$ cat src/hw/rtl/nfws_pkg.sv
package nfws_pkg;

  localparam int SECTOR_COUNT = 20;
  localparam int SECTOR_BYTES = 65536;
  localparam int SECTOR_WORDS = SECTOR_BYTES / 2;
  localparam int TOTAL_WORDS  = SECTOR_COUNT * SECTOR_WORDS;
  localparam int TOTAL_BYTES  = SECTOR_COUNT * SECTOR_BYTES;
  localparam int WORD_AW      = $clog2(TOTAL_WORDS);
  localparam int DATA_W       = 16;
  localparam int ADDR_W       = 21;
  localparam int SECT_W       = 5;

  localparam logic [DATA_W-1:0] ERASED_WORD = '1;

  typedef enum logic [1:0] {
    KIND_READ,
    KIND_WRITE,
    KIND_ERASE_SECTOR,
    KIND_ERASE_ALL
  } kind_t;

  typedef enum logic [1:0] {
    ST_OK,
    ST_RANGE,
    ST_ODD,
    ST_SECTOR
  } status_t;

  typedef enum logic [2:0] {
    S_INIT,
    S_CLEAR,
    S_IDLE,
    S_ACCESS,
    S_ERASE,
    S_DONE
  } state_t;

  typedef struct packed {
    logic accept;
    logic access;
    logic out_load_fast;
    logic out_load_hold;
    logic walk_start_all;
    logic walk_step;
  } dp_cmd_t;

  typedef struct packed {
    kind_t in_kind;
    logic  in_ok;
    logic  walk_last;
  } dp_stat_t;

endpackage

$ cat src/hw/rtl/nfws_ctrl.sv
module nfws_ctrl (
  input  logic               clk,
  input  logic               rst_n,
  input  logic               in_valid,
  output logic               in_ready,
  output logic               out_valid,
  input  logic               out_ready,
  input  nfws_pkg::dp_stat_t stat,
  output nfws_pkg::dp_cmd_t  cmd
);

  nfws_pkg::state_t state_r, state_nxt;
  logic             out_valid_r, out_valid_nxt;
  logic             slot_free;

  assign slot_free = !out_valid_r || out_ready;

  always_ff @(posedge clk) begin
    if (!rst_n) begin
      state_r     <= nfws_pkg::S_INIT;
      out_valid_r <= 1'b0;
    end else begin
      state_r     <= state_nxt;
      out_valid_r <= out_valid_nxt;
    end
  end

  always_comb begin
    state_nxt = state_r;
    case (state_r)
      nfws_pkg::S_INIT:  state_nxt = nfws_pkg::S_CLEAR;
      nfws_pkg::S_CLEAR: begin
        if (stat.walk_last) state_nxt = nfws_pkg::S_IDLE;
      end
      nfws_pkg::S_IDLE: begin
        if (in_valid) begin
          if (!stat.in_ok) begin
            state_nxt = nfws_pkg::S_DONE;
          end else if (stat.in_kind == nfws_pkg::KIND_READ ||
                       stat.in_kind == nfws_pkg::KIND_WRITE) begin
            state_nxt = nfws_pkg::S_ACCESS;
          end else begin
            state_nxt = nfws_pkg::S_ERASE;
          end
        end
      end
      nfws_pkg::S_ACCESS: state_nxt = slot_free ? nfws_pkg::S_IDLE : nfws_pkg::S_DONE;
      nfws_pkg::S_ERASE: begin
        if (stat.walk_last) state_nxt = nfws_pkg::S_DONE;
      end
      nfws_pkg::S_DONE: begin
        if (slot_free) state_nxt = nfws_pkg::S_IDLE;
      end
      default: state_nxt = nfws_pkg::S_INIT;
    endcase
  end

  always_comb begin
    cmd      = '0;
    in_ready = 1'b0;
    case (state_r)
      nfws_pkg::S_INIT:  cmd.walk_start_all = 1'b1;
      nfws_pkg::S_CLEAR: cmd.walk_step = 1'b1;
      nfws_pkg::S_IDLE: begin
        in_ready   = 1'b1;
        cmd.accept = in_valid;
      end
      nfws_pkg::S_ACCESS: begin
        cmd.access        = 1'b1;
        cmd.out_load_fast = slot_free;
      end
      nfws_pkg::S_ERASE: cmd.walk_step = 1'b1;
      nfws_pkg::S_DONE:  cmd.out_load_hold = slot_free;
      default: cmd = '0;
    endcase
  end

  always_comb begin
    if (cmd.out_load_fast || cmd.out_load_hold) begin
      out_valid_nxt = 1'b1;
    end else if (out_ready) begin
      out_valid_nxt = 1'b0;
    end else begin
      out_valid_nxt = out_valid_r;
    end
  end

  assign out_valid = out_valid_r;

endmodule

$ cat config.mk
export PLATFORM = sky130hd
export DESIGN_NAME = nfws_ctrl
export DESIGN_NICKNAME = d
export VERILOG_FILES = /design/src/hw/rtl/nfws_pkg.sv /design/src/hw/rtl/nfws_ctrl.sv
export SDC_FILE = /design/constraint.sdc
export NUM_CORES = 1
export LEC_CHECK = 0
export ABC_AREA = 1
export BUFFER_PORTS_ARGS = -buffer_cell sky130_fd_sc_hd__buf_4
export CORE_AREA = 2 2 39 41
export DETAILED_ROUTE_END_ITERATION = 16
export DIE_AREA = 0 0 41 43
export MAX_ROUTING_LAYER = met4
export SLEW_MARGIN = 0
export SYNTH_ARGS = -nofsm -noshare
export SYNTH_HDL_FRONTEND = slang
export SYNTH_SLANG_ARGS = --single-unit
$ cat constraint.sdc
create_clock -name clk -period 1.15 [get_ports clk]
set_clock_uncertainty 0.05 [all_clocks]
set_input_delay 0.1725 -clock clk [delete_from_list [all_inputs] [get_ports clk]]
set_output_delay 0.1725 -clock clk [all_outputs]
set_load 0.02 [all_outputs]
# Word-level counts from Yosys, hierarchy flattened
# Cells that the tools add are included.
# word_totals
register_bits	4
latch_bits	0
ram_bits	0
mem_bits_ro	0
in_bits	8
out_inout_bits	8
wordCells	37
mem_count	0
# op_classes
addsub	0
mul	0
div	0
order_cmp	0
eq_ne	10
shift	0
n_mux	16
bitwise	0
n_reduce_logical	9
# ops
operator	n
3-bit two-way mux	7
3-bit one-hot mux with 6 select lines	1
2-bit != test (second input constant)	4
1-bit two-way mux	7
3-bit by 2-bit == test with 1-bit output (second input constant)	2
3-bit == test (second input constant)	2
4-bit AND reduction	1
3-bit by 1-bit == test with 1-bit output (second input constant)	1
3-bit logical NOT	1
1-bit logical OR	3
2-bit by 1-bit == test with 1-bit output (second input constant)	1
2-bit logical NOT	1
2-bit two-way mux	1
2-bit nonzero test	1
2-bit OR reduction	1
1-bit logical NOT	1

# Logic depth before layout (Yosys ltp)
# logic_depth
word_depth	6
depth_mapped	8
mapped_depth_nobuf	8

# Worst setup path before layout
# No wires, ideal clock.
# synth_timing
kind	register to register
start	reg state_r[0]
end	reg state_r[2]
setup_time_ns	0.119
t_arrival_ns	0.982
required_ns	0.981
path_slack_ns	-0.001
stages_incl_launch_ff	8
n_path_buf	0
synth_period_minus_slack_ns	1.151
path_cell_list	dfxtp_1 -> inv_2 -> nor2_1 -> nand2_1 -> nand2_1 -> nand2_1 -> nand3_2 -> a21oi_1
# synth_between
elab_chain_cells	3
elab_cells_between_ends	12
classes_between	eq/ne (9); mux (1); reduce/logical (2)
# synth_rtl
item	line	source
start: declaration	nfws_ctrl.sv:12	nfws_pkg::state_t state_r, state_nxt;
start signal: assignment	nfws_ctrl.sv:20	state_r <= nfws_pkg::S_INIT;
start signal: assignment	nfws_ctrl.sv:23	state_r <= state_nxt;
3-bit == test (tied with other cells)	nfws_ctrl.sv:30	case (state_r)
2-bit != test (no line)	n/a	
4-bit AND reduction (no line)	n/a	
# Parallel ways exist; a longest one is shown, timed or not.
# A chain may end at the register's enable or synchronous reset.

==> results.sh <==
export IMPL_status="finished with violations"
export IMPL_violations="setup timing"
export IMPL_fp_row_count=14
export IMPL_design_area_um2=804.5
export IMPL_post_route_period_util_pct=113.0
export IMPL_hold_path_class="in -> reg"
export IMPL_whs_ns=0.09156
export IMPL_peakVddDrop_v=0.001148
export IMPL_finalSetupViolations=10
export IMPL_ctsHtreeMaxLevel=1
export IMPL_pwr_share_seq_pct=17.5
export IMPL_yosysWarningCount=0
export IMPL_yosys_register_bits=4
export IMPL_dp_hpwl_um=753.6
export IMPL_holdPathEnd="out_valid"
export IMPL_synth_cells=64
export IMPL_min_from="rst_n"
export IMPL_fin_cells=114
export IMPL_final_layout_size_suffix_gt1_share_pct=73.47
export IMPL_leakage_nw=0.4214
export IMPL_drtAntennaViolNets=0
export IMPL_die_w_um=41
export IMPL_core_um2=1384
export IMPL_drc=0
export IMPL_synth_area_per_cell_um2=5.611
export IMPL_r2r_end="state_r[2]"
export IMPL_initial_utilization_pct=25.95
export IMPL_dpl_cell_count=101
export IMPL_clock_latency_ns=0.24
export IMPL_reg2reg_from="state_r[2]"
export IMPL_ys_seq_area_share_pct=22.30
export IMPL_crit_type="reg -> out"
export IMPL_grt_pass1_vias=475
export IMPL_holdPathStages=3
export IMPL_wl_um=1284
export IMPL_arrival_ns=1.08
export IMPL_rsz0062_at_grt="true"
export IMPL_grt_use_total_pct=16.87
export IMPL_avgRoutedWirePerCell_um=11.26
export IMPL_cts_buffers=3
export IMPL_postPlaceCellArea_um2=535.5
export IMPL_required_ns=0.93
export IMPL_grt_max_degree=6
export IMPL_drv_cap=0
export IMPL_drv_slew=0
export IMPL_path_clk_slew_ns=0.04
export IMPL_syn_area_um2=359.1
export IMPL_power_share_switching_pct=46.54
export IMPL_fp_dieArea_um2=1763
export IMPL_io_pins=16
export IMPL_fmax_mhz=769.6
export IMPL_overflow=0
export IMPL_drtIter0Drc=5
export IMPL_worstMarginPinSlew_ns=0.1796
export IMPL_reg2reg_slack_ns=-0.10
export IMPL_period_minus_slack_ns=1.299
export IMPL_synth_fp_nets=72
export IMPL_power_switching_uw=954.7
export IMPL_num_vias=524
export IMPL_total_power_mw=2.051
export IMPL_port_buffers=14
export IMPL_power_density_nw_per_um2=2550
export IMPL_p_int_mw=1.097
export IMPL_cp_max_fo=5
export IMPL_slew_headroom_pct=87.96
export IMPL_r2r_cells=8
export IMPL_comb_power_share_pct=73.8
export IMPL_die_y_um=43
export IMPL_hold_violations=0
export IMPL_cts_max_path_buffers=2
export IMPL_pwr_share_clk_pct=8.7
export IMPL_setup_slack_ns=-0.1494
export IMPL_fin_nets=108
export IMPL_root_buffer="clkbuf_4"
export IMPL_crit_path_end_kind="output pin"
export IMPL_antennaDiodeCount=0
export IMPL_place_congestion=0.8598
export IMPL_yosys_cell_types_count=15
export IMPL_avgViaCountPerCell=4.596
export IMPL_cts_sinks=4
export IMPL_syn_to_final_growth_pct=124.0
export IMPL_start_kind="flop"
export IMPL_grt_antenna_before_repair=0
export IMPL_cts_tree="done"
export IMPL_drt_first_pass_iters=4
export IMPL_grt_pass1_wl_um=2007
-- cells in the final DEF, fill, tap and decap left out, drive strengths merged --
master	n
dfxtp	4
o31ai	1
nand4	1
nor2	13
buf	32
o21ai	1
a21oi	3
clkbuf	3
nand3	10
inv	14
nand2	16
-- cells by family after synthesis --
group           Yosys count  synth area share [%]
simple gates             40                 52.27
buf+inv                  15                 17.77
compound gates            5                 7.664
flops                     4                 22.30
-- power by group through the flow --
stage | clock (mW) | combinational, mW | sequential [mW]
after floorplan | 0 | 0.578 | 0.250
after global placement | 0 | 0.925 | 0.264
after detailed placement | 0 | 0.933 | 0.265
after CTS | 0.181 | 1.28 | 0.344
after global routing | 0.197 | 1.64 | 0.367
final | 0.178 | 1.51 | 0.359
-- synth_stat cells, drive strengths merged --
cell type	number	area share, %
o21ai	1	1.4
o31ai	1	2.1
nand2	16	17
a21oi	3	4.2
nand3	10	17
nor2	13	16
dfxtp	4	22
inv	14	15
buf	1	3.1
nand4	1	1.7
-- critical path, cell delays in order, from the launching register on --
cell and delay, ns:
dfxtp_4 0.42, nand3_4 0.10, buf_6 0.12, nor2_4 0.07, buf_6 0.12
-- final cells by class --
class	instances	area [um^2]
inverter	14	62.56
fill	123	579.3
multi-input combinational	45	322.8
sequential	4	91.34
timing repair buffer	32	285.3
tap	16	20.02
clock buffer	3	22.52
-- per-stage QoR --
stage          worst slack, ns  util (%)  setup TNS [ns]
6_report               -0.1494     58.14          -1.078
5_1_grt                -0.1987     58.14          -1.627
4_1_cts                -0.1524     51.27         -0.9445
3_5_place_dp          -0.01292     38.70        -0.02129
3_3_place_gp          -0.01300     38.70        -0.01300
2_1_floorplan         0.005702         -               0
-- timing repair --
item                                    CTS  global route
pin swaps                                 4            11
endpoints found under the setup margin   10            11
gates cloned                              0             0
setup buffers                             7             3
endpoints found under the hold margin     0             0
hold buffers                              0             0
resized for setup                        32            21
-- layer usage --
| metal | routed length [um] | share of wire [%] | track usage, % | vias to the layer above |
|---|---|---|---|---|
| met2 | 678 | 53 | 27.81 | 16 |
| met3 | 58 | 4.5 | 6.283 | 2 |
| met4 | 14 | 1.1 | 2.000 | 0 |
| met5 | 0 | 0 | - | - |
| met1 | 531 | 41 | 19.29 | 238 |
| li1 | - | - | - | 268 |
-- worst max-delay path by stage --
stage	slack (ns)	start	to	cells past startpoint
finish	-0.15	state_r[1]	cmd[5]	4
global route	-0.20	state_r[1]	cmd[3]	5
CTS	-0.15	state_r[0]	cmd[5]	5
detailed placement	-0.01	state_r[1]	state_r[0]	7
global placement	-0.01	state_r[1]	state_r[0]	7
floorplan	0.006	state_r[2]	state_r[0]	8
-- flip-flops by register name, summed over array words and instances (netlist names) --
signal     flops
out_valid      1
state_r        3
Power figures use the tool's default switching activity.
